===== config.mk =====
export PLATFORM = sky130hd
export DESIGN_NAME = tcp_option_parser
export DESIGN_NICKNAME = d
export VERILOG_FILES = /design/src/rtl/tcpop_pkg.sv /design/src/rtl/tcp_option_parser.sv /design/src/rtl/tcpop_front.sv /design/src/rtl/tcpop_queue.sv /design/src/rtl/tcpop_back.sv
export SDC_FILE = /design/constraint.sdc
export NUM_CORES = 1
export LEC_CHECK = 0
export BUFFER_PORTS_ARGS = -buffer_cell sky130_fd_sc_hd__buf_2
export CORE_ASPECT_RATIO = 0.8
export CORE_UTILIZATION = 65
export CTS_BUF_LIST = sky130_fd_sc_hd__clkbuf_4
export CTS_CLUSTER_DIAMETER = 120
export DETAILED_ROUTE_END_ITERATION = 7
export GPL_TIMING_DRIVEN = 0
export PLACE_DENSITY_LB_ADDON = 0.08
export SYNTH_ARGS = -nofsm -noshare
export SYNTH_HDL_FRONTEND = slang
export SYNTH_SLANG_ARGS = --single-unit

===== constraint.sdc =====
create_clock -name clock -period 10.62 [get_ports clock]
set_clock_uncertainty 0.15 [all_clocks]
set_input_delay 0.531 -clock clock [delete_from_list [all_inputs] [get_ports clock]]
set_output_delay 0.531 -clock clock [all_outputs]
set_load 0.01 [all_outputs]

===== src/rtl/tcpop_pkg.sv =====
package tcpop_pkg;

   // largest option area, counts above it are clamped
   localparam logic [7:0] AREA_MAX = 8'd40;

   // queue between front and back
   localparam int Q_DEPTH = 4;
   localparam int Q_AW    = $clog2(Q_DEPTH);

   // option kind bytes
   localparam logic [7:0] KIND_END   = 8'd0;
   localparam logic [7:0] KIND_NOP   = 8'd1;
   localparam logic [7:0] KIND_MSS   = 8'd2;
   localparam logic [7:0] KIND_WS    = 8'd3;
   localparam logic [7:0] KIND_SACKP = 8'd4;
   localparam logic [7:0] KIND_SACK  = 8'd5;
   localparam logic [7:0] KIND_TS    = 8'd8;

   // fixed option lengths
   localparam logic [7:0] LEN_MSS   = 8'd4;
   localparam logic [7:0] LEN_WS    = 8'd3;
   localparam logic [7:0] LEN_SACKP = 8'd2;
   localparam logic [7:0] LEN_TS    = 8'd10;
   localparam logic [7:0] LEN_MIN   = 8'd2;

   // result kinds
   localparam logic [2:0] RK_NOP      = 3'd0;
   localparam logic [2:0] RK_MSS      = 3'd1;
   localparam logic [2:0] RK_WSCALE   = 3'd2;
   localparam logic [2:0] RK_SACKPERM = 3'd3;
   localparam logic [2:0] RK_SACK     = 3'd4;
   localparam logic [2:0] RK_TS       = 3'd5;
   localparam logic [2:0] RK_UNKNOWN  = 3'd6;
   localparam logic [2:0] RK_SUMMARY  = 3'd7;

   // status codes
   localparam logic [1:0] ST_OK     = 2'd0;
   localparam logic [1:0] ST_TRUNC  = 2'd1;
   localparam logic [1:0] ST_BADLEN = 2'd2;

   typedef struct packed {
      logic [7:0] opt_byte;
      logic [5:0] bytes_left;
   } req_type;

   typedef struct packed {
      logic [2:0]  result_kind;
      logic [7:0]  option_code;
      logic [7:0]  length_byte;
      logic [31:0] value_a;
      logic [31:0] value_b;
      logic [1:0]  status;
      logic        done_res;
   } rsp_type;

   // up to two results caused by one byte
   typedef struct packed {
      rsp_type first;
      rsp_type second;
      logic    two;
   } entry_type;

endpackage


===== src/rtl/tcp_option_parser.sv =====
// tcp option area parser: takes the option area of a tcp header one byte per beat, each
// byte tagged with the count of bytes left in the area (1 on the last byte, 0 read as 1,
// counts above 40 read as 40), and returns one result beat per option found: nop, mss,
// window scale shift, sack permitted, one beat per sack block, the timestamp pair, or an
// unknown kind with its length byte. end of list takes a byte and returns nothing. the
// first truncated or badly sized option returns an error beat with done_res set and the
// rest of that area is skipped; a clean area closes with a summary beat, or, where its
// last byte already gives two results, with done_res set on the second. input rate is one
// byte per cycle while req_ready is high; each result passes through the result queue and
// the output register before it shows on rsp, and the result port moves one beat per cycle
// while rsp_ready is high. req_ready drops only while the four-entry result queue is full,
// i.e. while results come in faster than rsp takes them. no clearing pass after reset.
module tcp_option_parser (
   input  logic               clock,
   input  logic               reset,
   input  logic               req_valid,
   output logic               req_ready,
   input  tcpop_pkg::req_type req_data,
   output logic               rsp_valid,
   input  logic               rsp_ready,
   output tcpop_pkg::rsp_type rsp_data
);
   import tcpop_pkg::*;

   // front to queue
   logic      push;
   entry_type push_entry;

   // queue to back
   logic      pop;
   entry_type pop_entry;
   logic      q_full;
   logic      q_empty;

   // bytes are taken whenever the queue has a free slot
   assign req_ready = !q_full;

   // front: per-byte option walk, builds up to two results per byte
   tcpop_front u_front (
      .clock      (clock),
      .reset      (reset),
      .req_valid  (req_valid),
      .req_ready  (req_ready),
      .req_data   (req_data),
      .push       (push),
      .push_entry (push_entry)
   );

   // short queue so the walk never waits on a single stalled beat
   tcpop_queue u_queue (
      .clock      (clock),
      .reset      (reset),
      .push       (push),
      .push_entry (push_entry),
      .pop        (pop),
      .pop_entry  (pop_entry),
      .full       (q_full),
      .empty      (q_empty)
   );

   // back: splits each entry into single result beats behind an output register
   tcpop_back u_back (
      .clock     (clock),
      .reset     (reset),
      .empty     (q_empty),
      .pop_entry (pop_entry),
      .pop       (pop),
      .rsp_valid (rsp_valid),
      .rsp_ready (rsp_ready),
      .rsp_data  (rsp_data)
   );

endmodule


===== src/rtl/tcpop_front.sv =====
module tcpop_front (
   input  logic                clock,
   input  logic                reset,
   input  logic                req_valid,
   input  logic                req_ready,
   input  tcpop_pkg::req_type  req_data,
   output logic                push,
   output tcpop_pkg::entry_type push_entry
);
   import tcpop_pkg::*;

   typedef enum logic [1:0] {PH_KIND, PH_LEN, PH_BODY} phase_type;

   phase_type   phase_ff, phase_in;
   logic        stop_ff, stop_in;
   logic [7:0]  kind_ff, kind_in;
   logic [7:0]  len_ff, len_in;
   logic [7:0]  idx_ff, idx_in;
   logic [31:0] wa_ff, wa_in;
   logic [31:0] wb_ff, wb_in;

   logic        accept;
   logic [7:0]  b;
   logic [7:0]  n8;
   logic [8:0]  n_plus1;
   logic [8:0]  b9;
   logic [8:0]  idx_plus1;
   logic [31:0] sa, sb;
   logic [2:0]  sack_off;
   logic        m0_v, m1_v, e_v;
   rsp_type     m0, m1, e;

   function automatic logic [2:0] kind_class(input logic [7:0] k);
      logic [2:0] c;
      unique case (k)
         KIND_MSS:   c = RK_MSS;
         KIND_WS:    c = RK_WSCALE;
         KIND_SACKP: c = RK_SACKPERM;
         KIND_SACK:  c = RK_SACK;
         KIND_TS:    c = RK_TS;
         default:    c = RK_UNKNOWN;
      endcase
      return c;
   endfunction

   // bytes an option needs from its kind byte on
   function automatic logic [7:0] need_len(input logic [7:0] k);
      logic [7:0] l;
      unique case (k)
         KIND_MSS: l = LEN_MSS;
         KIND_WS:  l = LEN_WS;
         KIND_TS:  l = LEN_TS;
         default:  l = LEN_MIN;
      endcase
      return l;
   endfunction

   function automatic logic [7:0] want_len(input logic [7:0] k);
      logic [7:0] l;
      unique case (k)
         KIND_MSS:   l = LEN_MSS;
         KIND_WS:    l = LEN_WS;
         KIND_SACKP: l = LEN_SACKP;
         default:    l = LEN_TS;
      endcase
      return l;
   endfunction

   function automatic rsp_type build_rsp(input logic [2:0] rk, input logic [7:0] code,
                                         input logic [7:0] len, input logic [31:0] a,
                                         input logic [31:0] bv, input logic [1:0] st,
                                         input logic dn);
      rsp_type r;
      r.result_kind = rk;
      r.option_code = code;
      r.length_byte = len;
      r.value_a     = a;
      r.value_b     = bv;
      r.status      = st;
      r.done_res    = dn;
      return r;
   endfunction

   assign accept    = req_valid & req_ready;
   assign b         = req_data.opt_byte;
   assign n8        = (req_data.bytes_left == 6'd0) ? 8'd1 :
                      ({2'b00, req_data.bytes_left} > AREA_MAX) ? AREA_MAX :
                      {2'b00, req_data.bytes_left};
   assign n_plus1   = {1'b0, n8} + 9'd1;
   assign b9        = {1'b0, b};
   assign idx_plus1 = {1'b0, idx_ff} + 9'd1;
   assign sa        = {wa_ff[23:0], b};
   assign sb        = {wb_ff[23:0], b};
   assign sack_off  = idx_ff[2:0] - 3'd2;

   always_comb begin
      phase_in = phase_ff;
      stop_in  = stop_ff;
      kind_in  = kind_ff;
      len_in   = len_ff;
      idx_in   = idx_ff;
      wa_in    = wa_ff;
      wb_in    = wb_ff;
      m0_v     = 1'b0;
      m1_v     = 1'b0;
      e_v      = 1'b0;
      m0       = '0;
      m1       = '0;
      e        = '0;

      if (!stop_ff) begin
         unique case (phase_ff)
            PH_KIND: begin
               kind_in = b;
               len_in  = 8'd0;
               idx_in  = 8'd0;
               wa_in   = '0;
               wb_in   = '0;
               if (b == KIND_NOP) begin
                  m0_v = 1'b1;
                  m0   = build_rsp(RK_NOP, KIND_NOP, 8'd0, '0, '0, ST_OK, 1'b0);
               end else if (b != KIND_END) begin
                  if (n8 < need_len(b)) begin
                     m0_v    = 1'b1;
                     m0      = build_rsp(kind_class(b), b, 8'd0, '0, '0, ST_TRUNC, 1'b1);
                     stop_in = 1'b1;
                  end else begin
                     phase_in = PH_LEN;
                  end
               end
            end
            PH_LEN: begin
               len_in   = b;
               idx_in   = 8'd2;
               phase_in = PH_BODY;
               if (kind_ff inside {KIND_MSS, KIND_WS, KIND_SACKP, KIND_TS}) begin
                  if (b != want_len(kind_ff)) begin
                     m0_v     = 1'b1;
                     m0       = build_rsp(kind_class(kind_ff), kind_ff, b, '0, '0,
                                          ST_BADLEN, 1'b1);
                     stop_in  = 1'b1;
                     phase_in = PH_KIND;
                  end else if (kind_ff == KIND_SACKP) begin
                     m0_v     = 1'b1;
                     m0       = build_rsp(RK_SACKPERM, KIND_SACKP, b, '0, '0, ST_OK, 1'b0);
                     phase_in = PH_KIND;
                  end
               end else if (kind_ff == KIND_SACK) begin
                  if (n_plus1 < b9) begin
                     m0_v     = 1'b1;
                     m0       = build_rsp(RK_SACK, kind_ff, b, '0, '0, ST_TRUNC, 1'b1);
                     stop_in  = 1'b1;
                     phase_in = PH_KIND;
                  end else if (b <= LEN_MIN || b[2:0] != 3'd2) begin
                     // block area must be a whole number of eight-byte blocks
                     m0_v     = 1'b1;
                     m0       = build_rsp(RK_SACK, kind_ff, b, '0, '0, ST_BADLEN, 1'b1);
                     stop_in  = 1'b1;
                     phase_in = PH_KIND;
                  end
               end else begin
                  if (b == 8'd0 || n_plus1 < b9) begin
                     m0_v     = 1'b1;
                     m0       = build_rsp(RK_UNKNOWN, kind_ff, b, '0, '0, ST_BADLEN, 1'b1);
                     stop_in  = 1'b1;
                     phase_in = PH_KIND;
                  end else begin
                     m0_v = 1'b1;
                     m0   = build_rsp(RK_UNKNOWN, kind_ff, b, '0, '0, ST_OK, 1'b0);
                     if (b == 8'd1) begin
                        // length byte of one doubles as a nop kind byte
                        phase_in = PH_KIND;
                        kind_in  = KIND_NOP;
                        len_in   = 8'd0;
                        idx_in   = 8'd0;
                        wa_in    = '0;
                        wb_in    = '0;
                        m1_v     = 1'b1;
                        m1       = build_rsp(RK_NOP, KIND_NOP, 8'd0, '0, '0, ST_OK, 1'b0);
                     end else if (b == LEN_MIN) begin
                        phase_in = PH_KIND;
                     end
                  end
               end
            end
            PH_BODY: begin
               idx_in = idx_plus1[7:0];
               case (kind_ff)
                  KIND_MSS: begin
                     wa_in = sa;
                     if (idx_ff >= 8'd3) begin
                        m0_v     = 1'b1;
                        m0       = build_rsp(RK_MSS, KIND_MSS, len_ff, {16'd0, sa[15:0]}, '0,
                                             ST_OK, 1'b0);
                        phase_in = PH_KIND;
                     end
                  end
                  KIND_WS: begin
                     m0_v     = 1'b1;
                     m0       = build_rsp(RK_WSCALE, KIND_WS, len_ff, {24'd0, b}, '0,
                                          ST_OK, 1'b0);
                     phase_in = PH_KIND;
                  end
                  KIND_TS: begin
                     if (idx_ff < 8'd6) begin
                        wa_in = sa;
                     end else begin
                        wb_in = sb;
                     end
                     if (idx_ff >= 8'd9) begin
                        m0_v     = 1'b1;
                        m0       = build_rsp(RK_TS, KIND_TS, len_ff, wa_ff, sb, ST_OK, 1'b0);
                        phase_in = PH_KIND;
                     end
                  end
                  KIND_SACK: begin
                     if (sack_off < 3'd4) begin
                        wa_in = sa;
                     end else begin
                        wb_in = sb;
                     end
                     if (sack_off == 3'd7) begin
                        m0_v = 1'b1;
                        m0   = build_rsp(RK_SACK, KIND_SACK, len_ff, wa_ff, sb, ST_OK, 1'b0);
                     end
                     if (idx_plus1 >= {1'b0, len_ff}) begin
                        phase_in = PH_KIND;
                     end
                  end
                  default: begin
                     if (idx_plus1 >= {1'b0, len_ff}) begin
                        phase_in = PH_KIND;
                     end
                  end
               endcase
            end
            default: phase_in = PH_KIND;
         endcase
      end

      // last byte of the area
      if (n8 == 8'd1) begin
         if (!stop_in) begin
            if (phase_in != PH_KIND) begin
               e_v = 1'b1;
               e   = build_rsp(kind_class(kind_in), kind_in, len_in, '0, '0, ST_TRUNC, 1'b1);
            end else if (!m1_v) begin
               e_v = 1'b1;
               e   = build_rsp(RK_SUMMARY, 8'd0, 8'd0, '0, '0, ST_OK, 1'b1);
            end else begin
               m1.done_res = 1'b1;
            end
         end
         stop_in  = 1'b0;
         phase_in = PH_KIND;
         idx_in   = 8'd0;
      end
   end

   always_comb begin
      push_entry.first  = m0_v ? m0 : e;
      push_entry.second = m1_v ? m1 : e;
      push_entry.two    = m0_v & (m1_v | e_v);
      push              = accept & (m0_v | e_v);
   end

   always_ff @(posedge clock) begin
      if (reset) begin
         phase_ff <= PH_KIND;
         stop_ff  <= 1'b0;
      end else if (accept) begin
         phase_ff <= phase_in;
         stop_ff  <= stop_in;
      end
      if (accept) begin
         kind_ff <= kind_in;
         len_ff  <= len_in;
         idx_ff  <= idx_in;
         wa_ff   <= wa_in;
         wb_ff   <= wb_in;
      end
   end

endmodule


===== src/rtl/tcpop_queue.sv =====
module tcpop_queue (
   input  logic                 clock,
   input  logic                 reset,
   input  logic                 push,
   input  tcpop_pkg::entry_type push_entry,
   input  logic                 pop,
   output tcpop_pkg::entry_type pop_entry,
   output logic                 full,
   output logic                 empty
);
   import tcpop_pkg::*;

   entry_type         slot_ff [Q_DEPTH];
   logic [Q_AW-1:0]   wr_ptr_ff, wr_ptr_in;
   logic [Q_AW-1:0]   rd_ptr_ff, rd_ptr_in;
   logic [Q_AW:0]     count_ff, count_in;

   assign full      = (count_ff == (Q_AW+1)'(Q_DEPTH));
   assign empty     = (count_ff == '0);
   assign pop_entry = slot_ff[rd_ptr_ff];

   always_comb begin
      wr_ptr_in = push ? wr_ptr_ff + 1'b1 : wr_ptr_ff;
      rd_ptr_in = pop  ? rd_ptr_ff + 1'b1 : rd_ptr_ff;
      count_in  = count_ff;
      if (push && !pop) begin
         count_in = count_ff + 1'b1;
      end else if (pop && !push) begin
         count_in = count_ff - 1'b1;
      end
   end

   always_ff @(posedge clock) begin
      if (reset) begin
         wr_ptr_ff <= '0;
         rd_ptr_ff <= '0;
         count_ff  <= '0;
      end else begin
         wr_ptr_ff <= wr_ptr_in;
         rd_ptr_ff <= rd_ptr_in;
         count_ff  <= count_in;
      end
      if (push) begin
         slot_ff[wr_ptr_ff] <= push_entry;
      end
   end

endmodule


===== src/rtl/tcpop_back.sv =====
module tcpop_back (
   input  logic                 clock,
   input  logic                 reset,
   input  logic                 empty,
   input  tcpop_pkg::entry_type pop_entry,
   output logic                 pop,
   output logic                 rsp_valid,
   input  logic                 rsp_ready,
   output tcpop_pkg::rsp_type   rsp_data
);
   import tcpop_pkg::*;

   logic    rsp_valid_ff, rsp_valid_in;
   rsp_type rsp_data_ff, rsp_data_in;
   logic    sec_valid_ff, sec_valid_in;
   rsp_type sec_ff, sec_in;
   logic    out_free;

   assign out_free  = !rsp_valid_ff || rsp_ready;
   assign pop       = out_free && !sec_valid_ff && !empty;
   assign rsp_valid = rsp_valid_ff;
   assign rsp_data  = rsp_data_ff;

   always_comb begin
      rsp_valid_in = rsp_valid_ff;
      rsp_data_in  = rsp_data_ff;
      sec_valid_in = sec_valid_ff;
      sec_in       = sec_ff;
      if (out_free) begin
         if (sec_valid_ff) begin
            rsp_valid_in = 1'b1;
            rsp_data_in  = sec_ff;
            sec_valid_in = 1'b0;
         end else if (!empty) begin
            rsp_valid_in = 1'b1;
            rsp_data_in  = pop_entry.first;
            sec_valid_in = pop_entry.two;
            sec_in       = pop_entry.second;
         end else begin
            rsp_valid_in = 1'b0;
         end
      end
   end

   always_ff @(posedge clock) begin
      if (reset) begin
         rsp_valid_ff <= 1'b0;
         sec_valid_ff <= 1'b0;
      end else begin
         rsp_valid_ff <= rsp_valid_in;
         sec_valid_ff <= sec_valid_in;
      end
      rsp_data_ff <= rsp_data_in;
      sec_ff      <= sec_in;
   end

endmodule


# --- After elaboration in Yosys (flattened, before gate mapping) ---
# Memories as Yosys holds them, arrays and structs flattened. A register that Yosys moved wholly into a read port is not among the register bits.
# Cells that the tools add are included.
classes:
  reduce_logical: 28
  bitwise_logic: 8
  n_mul: 0
  order_cmp: 9
  shifts: 0
  div: 0
  muxes: 139
  n_eq_ne: 35
  add_sub_neg: 7
ops:
  columns: ["cell", "n"]
  rows:
  - ["86-bit two-way mux", 24]
  - ["86-bit case mux with 4 select lines", 1]
  - ["86-bit case mux with 3 select lines", 1]
  - ["32-bit two-way mux", 6]
  - ["32-bit case mux with 3 select lines", 2]
  - ["8-bit two-way mux", 22]
  - ["85-bit two-way mux", 1]
  - ["84-bit two-way mux", 1]
  - ["76-bit two-way mux", 1]
  - ["24-bit case mux with 3 select lines", 1]
  - ["8-bit by 2-bit equality test with 1-bit output, second input constant", 6]
  - ["8-bit by 3-bit equality test with 1-bit output, second input constant", 6]
  - ["24-bit two-way mux", 2]
  - ["24-bit case mux with 2 select lines", 1]
  - ["3-bit case mux with 5 select lines", 3]
  - ["2-bit two-way mux", 20]
  - ["1-bit two-way mux", 39]
  - ["8-bit case mux with 2 select lines", 2]
  - ["8-bit by 4-bit equality test with 1-bit output, second input constant", 3]
  - ["4-bit case mux with 3 select lines", 2]
  - ["8-bit case mux with 3 select lines", 1]
  - ["10-bit AND reduction", 2]
  - ["8-bit by 1-bit adder with 9-bit output, second input constant", 2]
  - ["8-bit by 1-bit equality test with 1-bit output, second input constant", 2]
  - ["45 further kinds", 75]
word_totals:
  latchBits: 0
  romBits: 0
  output_inout_bits: 88
  ram_bits: 692
  n_memories: 1
  wordCells: 253
  reg_bits: 264
  in_bits: 18
memory_table:
  columns: ["name", "depth", "width", "read_ports", "rd_ports_with_merged_regs", "write_ports", "line_no", "rtl"]
  rows:
  - ["u_queue.slot_ff", 4, 173, 1, 1, 1, "tcpop_queue.sv:13", "entry_type slot_ff [Q_DEPTH];"]

# --- Depth between registers and ports, before layout ---
# Gate-level depths: netlist of run 1.
logic_depth:
  word_depth: 22
  mapped_depth: 23
  depth_no_buf: 22

# --- Modules after synthesis ---
# Synthesis of run 1 repeated with hierarchy kept, for this count alone.
hier_totals:
  hier_cells: 1957
  hier_area_um2: 38275.5
by_module_without_submodules:
  columns: ["mod", "instances", "seq_area_each_um2", "cells_each", "area_each_um2"]
  rows:
  - ["tcpop_queue", 1, 20960.1, 947, 25404.4]
  - ["tcpop_front", 1, 2462.4, 729, 6565.0]
  - ["tcpop_back", 1, 5205.0, 280, 6302.3]
  - ["tcp_option_parser", 1, 0.0, 1, 3.8]

# --- Worst setup path after synthesis of run 1 ---
# No wires, ideal clock.
synth_timing:
  kind: "in2reg"
  startpoint: "input req_data[4] (netlist bit)"
  endpoint: "memory u_queue.slot_ff[0][0] (netlist bit), enable pin"
  path_stages: 16
  required_time_ps: 9991
  arrival_ps: 6240
  slack_ps: 3750
  n_path_buf: 1
  setup_ps: 479
  cell_sequence: "clkbuf_1 or4_1 o211ai_1 ha_1 nand3_1 xor2_1 nor2_1 ha_1 nand4b_1 a21oi_1 nor2_1 nand2_1 a31oi_1 o31ai_4 a21oi_2 and2_1"
synth_between:
  elab_chain_len: 19
  elab_cells_between_ends: 46
  cone_classes: "add/sub: 1; order compare: 3; eq/ne: 1; mux: 36; bitwise: 2; reduce/logical: 3"
synth_lines:
  columns: ["element", "line_no", "rtl"]
  rows:
  - ["start, declared", "tcp_option_parser.sv:18", "input tcpop_pkg::req_type req_data,"]
  - ["6-bit > comparator", "tcpop_front.sv:87", "({2'b00, req_data.bytes_left} > AREA_MAX) ? AREA_MAX :"]
  - ["6-bit two-way mux", "tcpop_front.sv:87", null]
  - ["8-bit two-way mux (*)", "tcpop_front.sv:86", "assign n8 = (req_data.bytes_left == 6'd0) ? 8'd1 :"]
  - ["8-bit by 1-bit adder with 9-bit output", "tcpop_front.sv:89", "assign n_plus1 = {1'b0, n8} + 9'd1;"]
  - ["9-bit by 8-bit < comparator with 1-bit output", "tcpop_front.sv:149, tcpop_front.sv:162", null]
  - ["1-bit logical OR", "tcpop_front.sv:162", "if (b == 8'd0 || n_plus1 < b9) begin"]
  - ["2-bit two-way mux or 1-bit two-way mux (tied branches)", "tcpop_front.sv:162", null]
  - ["2-bit two-way mux or 1-bit two-way mux (tied branches)", "tcpop_front.sv:148", "end else if (kind_ff == KIND_SACK) begin"]
  - ["[... 4 more ...]", null, null]
  - ["1-bit two-way mux", "tcpop_front.sv:244", "if (phase_in != PH_KIND) begin"]
  - ["1-bit two-way mux", "tcpop_front.sv:243", "if (!stop_in) begin"]
  - ["1-bit two-way mux", "tcpop_front.sv:242", "if (n8 == 8'd1) begin"]
  - ["1-bit bitwise OR (*)", "tcpop_front.sv:264", "push = accept & (m0_v | e_v);"]
  - ["1-bit bitwise AND (*)", "tcpop_front.sv:264", null]
  - ["named net push", "tcp_option_parser.sv:26", "logic push;"]
  - ["1-bit two-way mux (*)", "tcpop_queue.sv:43", "if (push) begin"]
  - ["1-bit two-way mux (implied by the code) (*)", "tcpop_queue.sv:44", "slot_ff[wr_ptr_ff] <= push_entry;"]
  - ["end, declared", "tcpop_queue.sv:13", null]
# Mark *: on every way through the listed nets, which the timed path passes. The rest lies on a longest branch.

# --- Worst setup path after layout of run 1 ---
layout_timing:
  startpoint: "register u_front.kind_ff[6]"
  endpoint: "memory u_queue.slot_ff[0][79] (netlist bit), enable pin"
layout_between:
  elab_chain_len: 18
  elab_cells_between_ends: 43
  cone_classes: "eq/ne: 6; mux: 33; bitwise: 2; reduce/logical: 2"
layout_lines:
  columns: ["element", "line_no", "rtl"]
  rows:
  - ["start, declared", "tcpop_front.sv:16", "logic [7:0] kind_ff, kind_in;"]
  - ["start signal, assigned", "tcpop_front.sv:276", "kind_ff <= kind_in;"]
  - ["8-bit by 3-bit equality test with 1-bit output or 8-bit by 2-bit equality test with 1-bit output (tied branches)", null, null]
  - ["4-bit case mux with 3 select lines", "tcpop_front.sv:60", "unique case (k)"]
  - ["8-bit two-way mux", "tcpop_front.sv:136", "if (kind_ff inside {KIND_MSS, KIND_WS, KIND_SACKP, KIND_TS}) begin"]
  - ["8-bit two-way mux", "tcpop_front.sv:112", "unique case (phase_ff)"]
  - ["8-bit two-way mux", "tcpop_front.sv:111", "if (!stop_ff) begin"]
  - ["8-bit inequality test", "tcpop_front.sv:137", "if (b != want_len(kind_ff)) begin"]
  - ["2-bit two-way mux", "tcpop_front.sv:137", null]
  - ["2-bit two-way mux", "tcpop_front.sv:136", null]
  - ["[... 3 more ...]", null, null]
  - ["1-bit two-way mux", "tcpop_front.sv:244", null]
  - ["1-bit two-way mux", "tcpop_front.sv:243", null]
  - ["1-bit two-way mux", "tcpop_front.sv:242", null]
  - ["1-bit bitwise OR (*)", "tcpop_front.sv:264", null]
  - ["1-bit bitwise AND (*)", "tcpop_front.sv:264", null]
  - ["named net push", "tcp_option_parser.sv:26", null]
  - ["1-bit two-way mux (*)", "tcpop_queue.sv:43", null]
  - ["1-bit two-way mux (implied by the code) (*)", "tcpop_queue.sv:44", null]
# Mark *: on every way through the listed nets, which the timed path passes. The rest lies on a longest branch. The select of a mux whose other input is x is not followed.

==> results of run 1 <==
==> per-stage QoR <==
step	hold WS, ps	power [mW]
2_1_floorplan	330.7	4.570
3_3_place_gp	344.3	5.169
3_5_place_dp	378.9	5.208
4_1_cts	82.42	7.095
5_1_grt	69.52	7.400
6_report	147.5	7.053
==> synth_stat cells (17+ instances only) <==
library cell	n	area, sq um
mux2_2	21	236.5
nand3_1	17	85.08
nand2_1	46	172.7
and2_1	53	331.6
ha_1	33	412.9
inv_1	50	187.7
edfxtp_1	619	18590
mux4_2	108	2432
nor2_1	59	221.5
and3_1	57	356.6
nor2b_1	78	488.0
a22oi_1	43	322.8
clkbuf_1	65	244.0
a21oi_1	26	130.1
==> worst paths after layout <==
check	startpoint	end	cells after the start
setup / recovery	u_front.kind_ff[6]	u_queue.slot_ff[0][79]	15
hold reg to reg	u_front.wb_ff[12]	u_front.wb_ff[20]	1
setup reg to reg	u_front.kind_ff[6]	u_queue.slot_ff[0][79]	15
hold / removal	req_data[11]	u_front.wa_ff[5]	2
==> routing by layer <==
layer  vias up  global-route usage (%)
met5         -                       0
met4         0                   7.649
met3        56                   8.107
met2       678                   42.70
met1      7724                   46.65
li1       6572                       -
==> cell type report <==
type	count	area, sq um	area share, %
clock buffers	224	1682	5.677
plain buffers	91	385.4	1.301
multi-input cells	742	6855	23.14
inverters	50	187.7	0.6336
flip-flops and latches	633	18870	63.69
well taps	536	670.6	2.264
repair buffers	114	795.8	2.686
clock inverters	32	161.4	0.5449
diodes	7	17.52	0.05913
==> what timing repair did <==
action | CTS | global route
hold buffers | 3 | 0
endpoints found under the hold margin | 5 | 0
gates resized for setup | 0 | 0
==> registers in the layout, summed over array words and instances, names as in the netlist, named ones only <==
name	flops
u_front.kind_ff	8
u_front.idx_ff	8
u_back.rsp_data	86
u_back.rsp_valid	1
u_front.stop_ff	1
u_queue.slot_ff	432
u_front.wa_ff	32
u_front.wb_ff	24
u_queue.count_ff	3
u_front.phase_ff	2
u_back.sec_valid_ff	1
u_queue.rd_ptr_ff	2
u_back.sec_ff	21
u_queue.wr_ptr_ff	2
u_front.len_ff	8
==> critical path: cells and delay by family (launching register included) <==
kind	cells	cell delay, ps
AND/OR/NAND/NOR	6	1950
buffers and inverters	3	740
flip-flops	1	440
adder cells (fa/ha/maj)	1	190
AO/OA/AOI/OAI	4	1790
multiplexers	1	360
==> logic make-up after synthesis <==
kind of cell	count (synthesis)	share of synthesized area (%)
flip-flops	633	71.85
AND/OR/NAND/NOR	390	8.515
AO/OA/AOI/OAI	168	4.932
buffers and inverters	141	2.182
multiplexers	133	10.32
adder cells (fa/ha/maj)	34	1.649
XOR/XNOR	16	0.5337
other	1	0.01428
==> power groups by stage <==
stage          Combinational [mW]  Sequential [mW]  Clock, mW
6_report                     1.74             3.42       1.89
5_1_grt                      1.89             3.46       2.06
4_1_cts                      1.75             3.42       1.93
3_5_place_dp                 1.74             3.46          0
3_3_place_gp                 1.65             3.52          0
2_1_floorplan                1.01             3.56          0
==> impl_metrics.ini, run 1 <==
[power_and_ir_drop]
leakagePower_nw = 10.53
power_frac_clock_pct = 26.8
peakVddDrop_v = 0.0002966
p_seq_share_pct = 48.5
p_int_mw = 4.943
p_per_area_mw_per_mm2 = 238.1
switching_share_pct = 29.91
power_share_of_the_combinational_group_pct = 24.7
switching_power_mw = 2.110

[synth]
yosys.cell_types.count = 79
syn_area_per_cell_sq_um = 17.32
ys_seq_elements = 633
asyncSetResetFlopFracSynth_pct = 0
syn_inst = 1516
synth-main-ff-cell = edfxtp_1
synth_edf_count = 619
syn-num-nets = 1568
post_synth_instance_area_sq_mm = 0.02626
yosys_warnings = 0
yosysSeqAreaShare_pct = 71.85

[routing]
viasPerCell = 6.188
detailroute.via_count = 15030
met3WireLength_microns = 5503
routed_wire_length_per_instance_microns = 24.41
wl_met2_microns = 26670
antenna_violating_nets_post_route = 0
first_iter_violations = 1696
detailedRoute.firstPassIterationCount = 5
drt-total-wl_microns = 59280
detail_route.drc_violations = 0
detail_route.wirelength.met1_microns = 26450
max_used_layer = met4

[setup_path]
startpoint_to_endpoint_class_of_the_critical_path = reg2reg
cp_data_arrival_time_ps = 6380
cpPeakStageDelay_ps = 830
kind_of_capture_point_of_the_worst_setup_path = flip-flop
setup.worst_path.start_class = flip-flop
crit_path_cell_trace = or4_4 -> buf_6 -> nor2_1 -> and3_1 -> ha_1 -> nor4_1 -> mux2i_1 -> or2_1 -> o21ai_1 -> a31oi_1 -> o31ai_4 -> a21oi_2 -> and2_4 -> buf_12 -> buf_12
crit_path_max_fanout = 40
setup.reg_to_reg.worst_slack_ps = 4600
cp_common_cell = buf_12
critical_path_required_ps = 10980
critical_path.slowest_cell = a31oi_1

[sta]
setup_viol_count_final = 0
rsz_0062_raised_after_global_routing = false
timing.final.hold_violations = 0
setup_total_negative_slack_ps = 0
report.final.slew_viol_count = 0
fin_crit_ps = 6022
final_min_period_over_clock_period_pct = 56.70
worstMarginPinSlew_ps = 1337
worst_setup_margin_ps = 4598
slew_headroom_pct = 10.02
max_freq_ghz = 0.1661

[finish]
postLayoutCoreUtil_pct = 74.79
nets = 1833
final_layout_size_suffix_gt1_share_pct = 28.53
layout_commonest_cell = edfxtp_1
total_of_fill_cells_in_the_finished_design = 2453
synthesis_to_layout_area_growth_pct = 12.81
final_cell_area_sq_mm = 0.02962
instances_no_fill = 2429
most-common-layout-cells = 619 x edfxtp_1, 224 x clkbuf_4, 108 x mux4_2, 105 x buf_2, 78 x nor2b_1

[floorplanning]
core_area_sq_mm = 0.03961
die_y_microns = 181.8
design.portCount = 106
fp-row-count = 65
starting_utilization_of_the_core_area_pct = 66.30
design.die.area_sq_mm = 0.04121
die_w_microns = 226.7

[clock_network]
cts_buffer_depth = 3
cts_inserted_buffers = 149
clock_sinks = 633
cts_setup_buffers = 0
clock_latency_ps = 890
clock_edge_transition_at_the_registers_on_the_reported_setup_and_hold_paths_ps = 70
cts_root_buf = clkbuf_4
tritoncts = done
htree_num_levels = 4

[grt]
grt_overflow = 0
grt_pass1_wl_microns = 89590
antenna_found_initial = 4
grt_pass1_vias = 15190
grt.total_usage_pct = 30.05
grt_max_degree = 45

[flow_run]
drv_cap = 0

[placed_design]
place_ws_ps = 4061
detailedPlacementHpwl_microns = 39520
gp_congestion = 0.9363
post_place_cells = 2163
dpl_cell_area_sq_mm = 0.02773
portBuffers = 97

[min_path]
timing.hold.worst.class = in2reg

[status]
result_of_the_run = finished, final reports clean
Power figures use the tool's default switching activity.
==> inputs of run 2 (changes only) <==
--- a/config.mk
+++ b/config.mk
@@ -7,7 +7,7 @@
 export LEC_CHECK = 0
 export BUFFER_PORTS_ARGS = -buffer_cell sky130_fd_sc_hd__buf_2
 export CORE_ASPECT_RATIO = 0.8
-export CORE_UTILIZATION = 65
+export CORE_UTILIZATION = 58
 export CTS_BUF_LIST = sky130_fd_sc_hd__clkbuf_4
 export CTS_CLUSTER_DIAMETER = 120
 export DETAILED_ROUTE_END_ITERATION = 7
==> constraint.sdc (replaced) <==
create_clock -name clock -period 5.5 [get_ports clock]
set_clock_uncertainty 0.15 [all_clocks]
set_input_delay 0.275 -clock clock [delete_from_list [all_inputs] [get_ports clock]]
set_output_delay 0.275 -clock clock [all_outputs]
set_load 0.01 [all_outputs]
==> impl_metrics.ini, run 2 (same netlist as run 1, synthesis figures left out) <==
[floorplanning]
die_w_microns = 239.9
design.portCount = 106
starting_utilization_of_the_core_area_pct = 58.95
fp-row-count = 69
die_y_microns = 192.3
design.die.area_sq_mm = 0.04613
core_area_sq_mm = 0.04455

[routing]
first_iter_violations = 1663
detailedRoute.firstPassIterationCount = 7
antenna_violating_nets_post_route = 0
detail_route.drc_violations = 0
viasPerCell = 5.972
routed_wire_length_per_instance_microns = 23.86
detailroute.via_count = 14940
drt-total-wl_microns = 59670

[sta]
slew_headroom_pct = 25.17
max_freq_ghz = 0.1941
worstMarginPinSlew_ps = 1122
setup_viol_count_final = 0
fin_crit_ps = 5151
report.final.slew_viol_count = 0
timing.final.hold_violations = 0
final_min_period_over_clock_period_pct = 93.66

[power_and_ir_drop]
p_per_area_mw_per_mm2 = 461.0
leakagePower_nw = 10.60
peakVddDrop_v = 0.0003468

[min_path]
whs_path_depth = 5
hold_end = u_back.rsp_valid
hold_path.startpoint = rsp_ready
timing.hold.worst.class = in2reg

[setup_path]
cp_data_arrival_time_ps = 5810
kind_of_capture_point_of_the_worst_setup_path = flip-flop
reg2reg_from = u_front.kind_ff[6]
ff2ff_path_depth = 18
crit_path_max_fanout = 8
worst_r2r_endpoint = u_queue.count_ff[2]
critical_path.slowest_cell = or4_4
crit_path_cell_trace = or4_4 -> buf_6 -> nor2_1 -> and3_1 -> ha_1 -> nor4_1 -> mux2i_1 -> o31ai_4 -> a31oi_2 -> a21oi_4 -> nand2_1 -> a21oi_4 -> ha_1 -> inv_1 -> fa_1 -> xor2_1 -> or3_1 -> a21oi_1
setup.reg_to_reg.worst_slack_ps = 350
setup.worst_path.start_class = flip-flop
startpoint_to_endpoint_class_of_the_critical_path = reg2reg
cpPeakStageDelay_ps = 560
critical_path_required_ps = 6160

[grt]
antenna_found_initial = 2
grt_pass1_wl_microns = 89150
grt_max_degree = 51
grt_overflow = 0
grt_pass1_vias = 14760
grt.total_usage_pct = 26.80

[finish]
nets = 1841
regMostFlops = u_queue.slot_ff
area_taken_by_flip_flops_and_latches_sq_mm = 0.01887
final_layout_size_suffix_gt1_share_pct = 28.07
layout_commonest_cell = edfxtp_1
total_of_fill_cells_in_the_finished_design = 3102
largest_register_ff_count = 432
synthesis_to_layout_area_growth_pct = 13.79
instances_no_fill = 2501
most-common-layout-cells = 619 x edfxtp_1, 219 x clkbuf_4, 108 x mux4_2, 105 x buf_2, 78 x nor2b_1
multi_input_comb_area_sq_mm = 0.006885
postLayoutCoreUtil_pct = 67.07

[placed_design]
post_place_cells = 2230
gp_congestion = 0.9117
detailedPlacementHpwl_microns = 38440
portBuffers = 97

[clock_network]
cts_inserted_buffers = 153
htree_num_levels = 4
cts_buffer_depth = 3
tritoncts = done
clock_latency_ps = 890
cts_root_buf = clkbuf_4
clock_sinks = 633
clock_edge_transition_at_the_registers_on_the_reported_setup_and_hold_paths_ps = 70

[status]
result_of_the_run = finished, final reports clean

[flow_run]
drv_cap = 0
[run 2: cell count changes in the layout (fill, tap and decap cells not counted), moves of 3 or more]
cell,before,now
bufinv_16,1,4
clkinv_1,23,35
buf_16,3,9
dlygate4sd3_1,3,7
buf_12,8,2
inv_2,3,0
diode_2,7,3
clkbuf_4,224,219
[run 2: metrics by stage]
| step | area, sq um | hold slack [ps] | total power [mW] | setup WS [ps] | TNS [ps] |
|---|---|---|---|---|---|
| finish | 29880 | 144.2 | 13.77 | 348.8 | 0 |
| global placement | 27500 | 352.1 | 9.906 | -3033 | -1273980 |
| global route | 29870 | 92.71 | 14.48 | -4.165 | -4.165 |
| floorplan | 26260 | 204.3 | 8.815 | 77.44 | 0 |
| detailed placement | 27860 | 366.8 | 10.05 | -788.9 | -218130 |
| CTS | 29850 | 77.75 | 13.89 | 101.8 | 0 |
[run 2: area by class of cell]
type | instances | share of cell area (%)
Clock inverter | 42 | 0.9045
Buffer | 91 | 1.290
Sequential cell | 633 | 63.15
Clock buffer | 219 | 5.502
Timing Repair Buffer | 118 | 2.935
Tap cell | 603 | 2.525
Multi-Input combinational cell | 742 | 23.04
Inverter | 50 | 0.6281
Antenna cell | 3 | 0.02512
[run 2: how the worst max path moves through the flow]
stage                        start                     to  depth (start not counted)
2_1_floorplan          req_data[4]  u_queue.slot_ff[0][0]                         16
3_3_place_gp   u_back.sec_valid_ff    u_back.rsp_data[15]                          4
3_5_place_dp           req_data[4]    u_queue.count_ff[2]                         21
4_1_cts         u_front.kind_ff[6]    u_queue.count_ff[2]                         18
5_1_grt         u_front.kind_ff[6]    u_queue.count_ff[2]                         18
6_report        u_front.kind_ff[6]    u_queue.count_ff[2]                         18
[run 2: repair_timing]
item | 4_1_cts | 5_1_grt
endpoints found under the setup margin | 86 | 72
hold buffers | 7 | 0
resized for setup | 1 | 3
endpoints found under the hold margin | 44 | 0
pin swaps | 0 | 2
setup buffers | 0 | 0
[run 2: report_power, final]
part / internal (mW) / switching (mW)
sequential: 6.32 / 0.258
clock: 2.01 / 1.81
combinational: 1.33 / 2.04
[run 2: layer usage]
layer | up-vias | global-route usage (%) | wire (microns) | share of wire (%)
met2 | 633 | 36.87 | 25750 | 43
met4 | 0 | 7.496 | 899 | 1.5
met1 | 7624 | 42.19 | 28220 | 47
met5 | - | 0 | 0 | 0
li1 | 6598 | - | - | -
met3 | 81 | 7.052 | 4806 | 8.1
[run 2: worst max-delay path: cells and delay by family (launching register included)]
family / cells / cell delay [ps]
flops: 1 / 440
simple gates: 6 / 1760
buf+inv: 2 / 220
xor+xnor: 1 / 180
mux: 1 / 200
compound gates: 5 / 1260
fa+ha+maj: 3 / 870
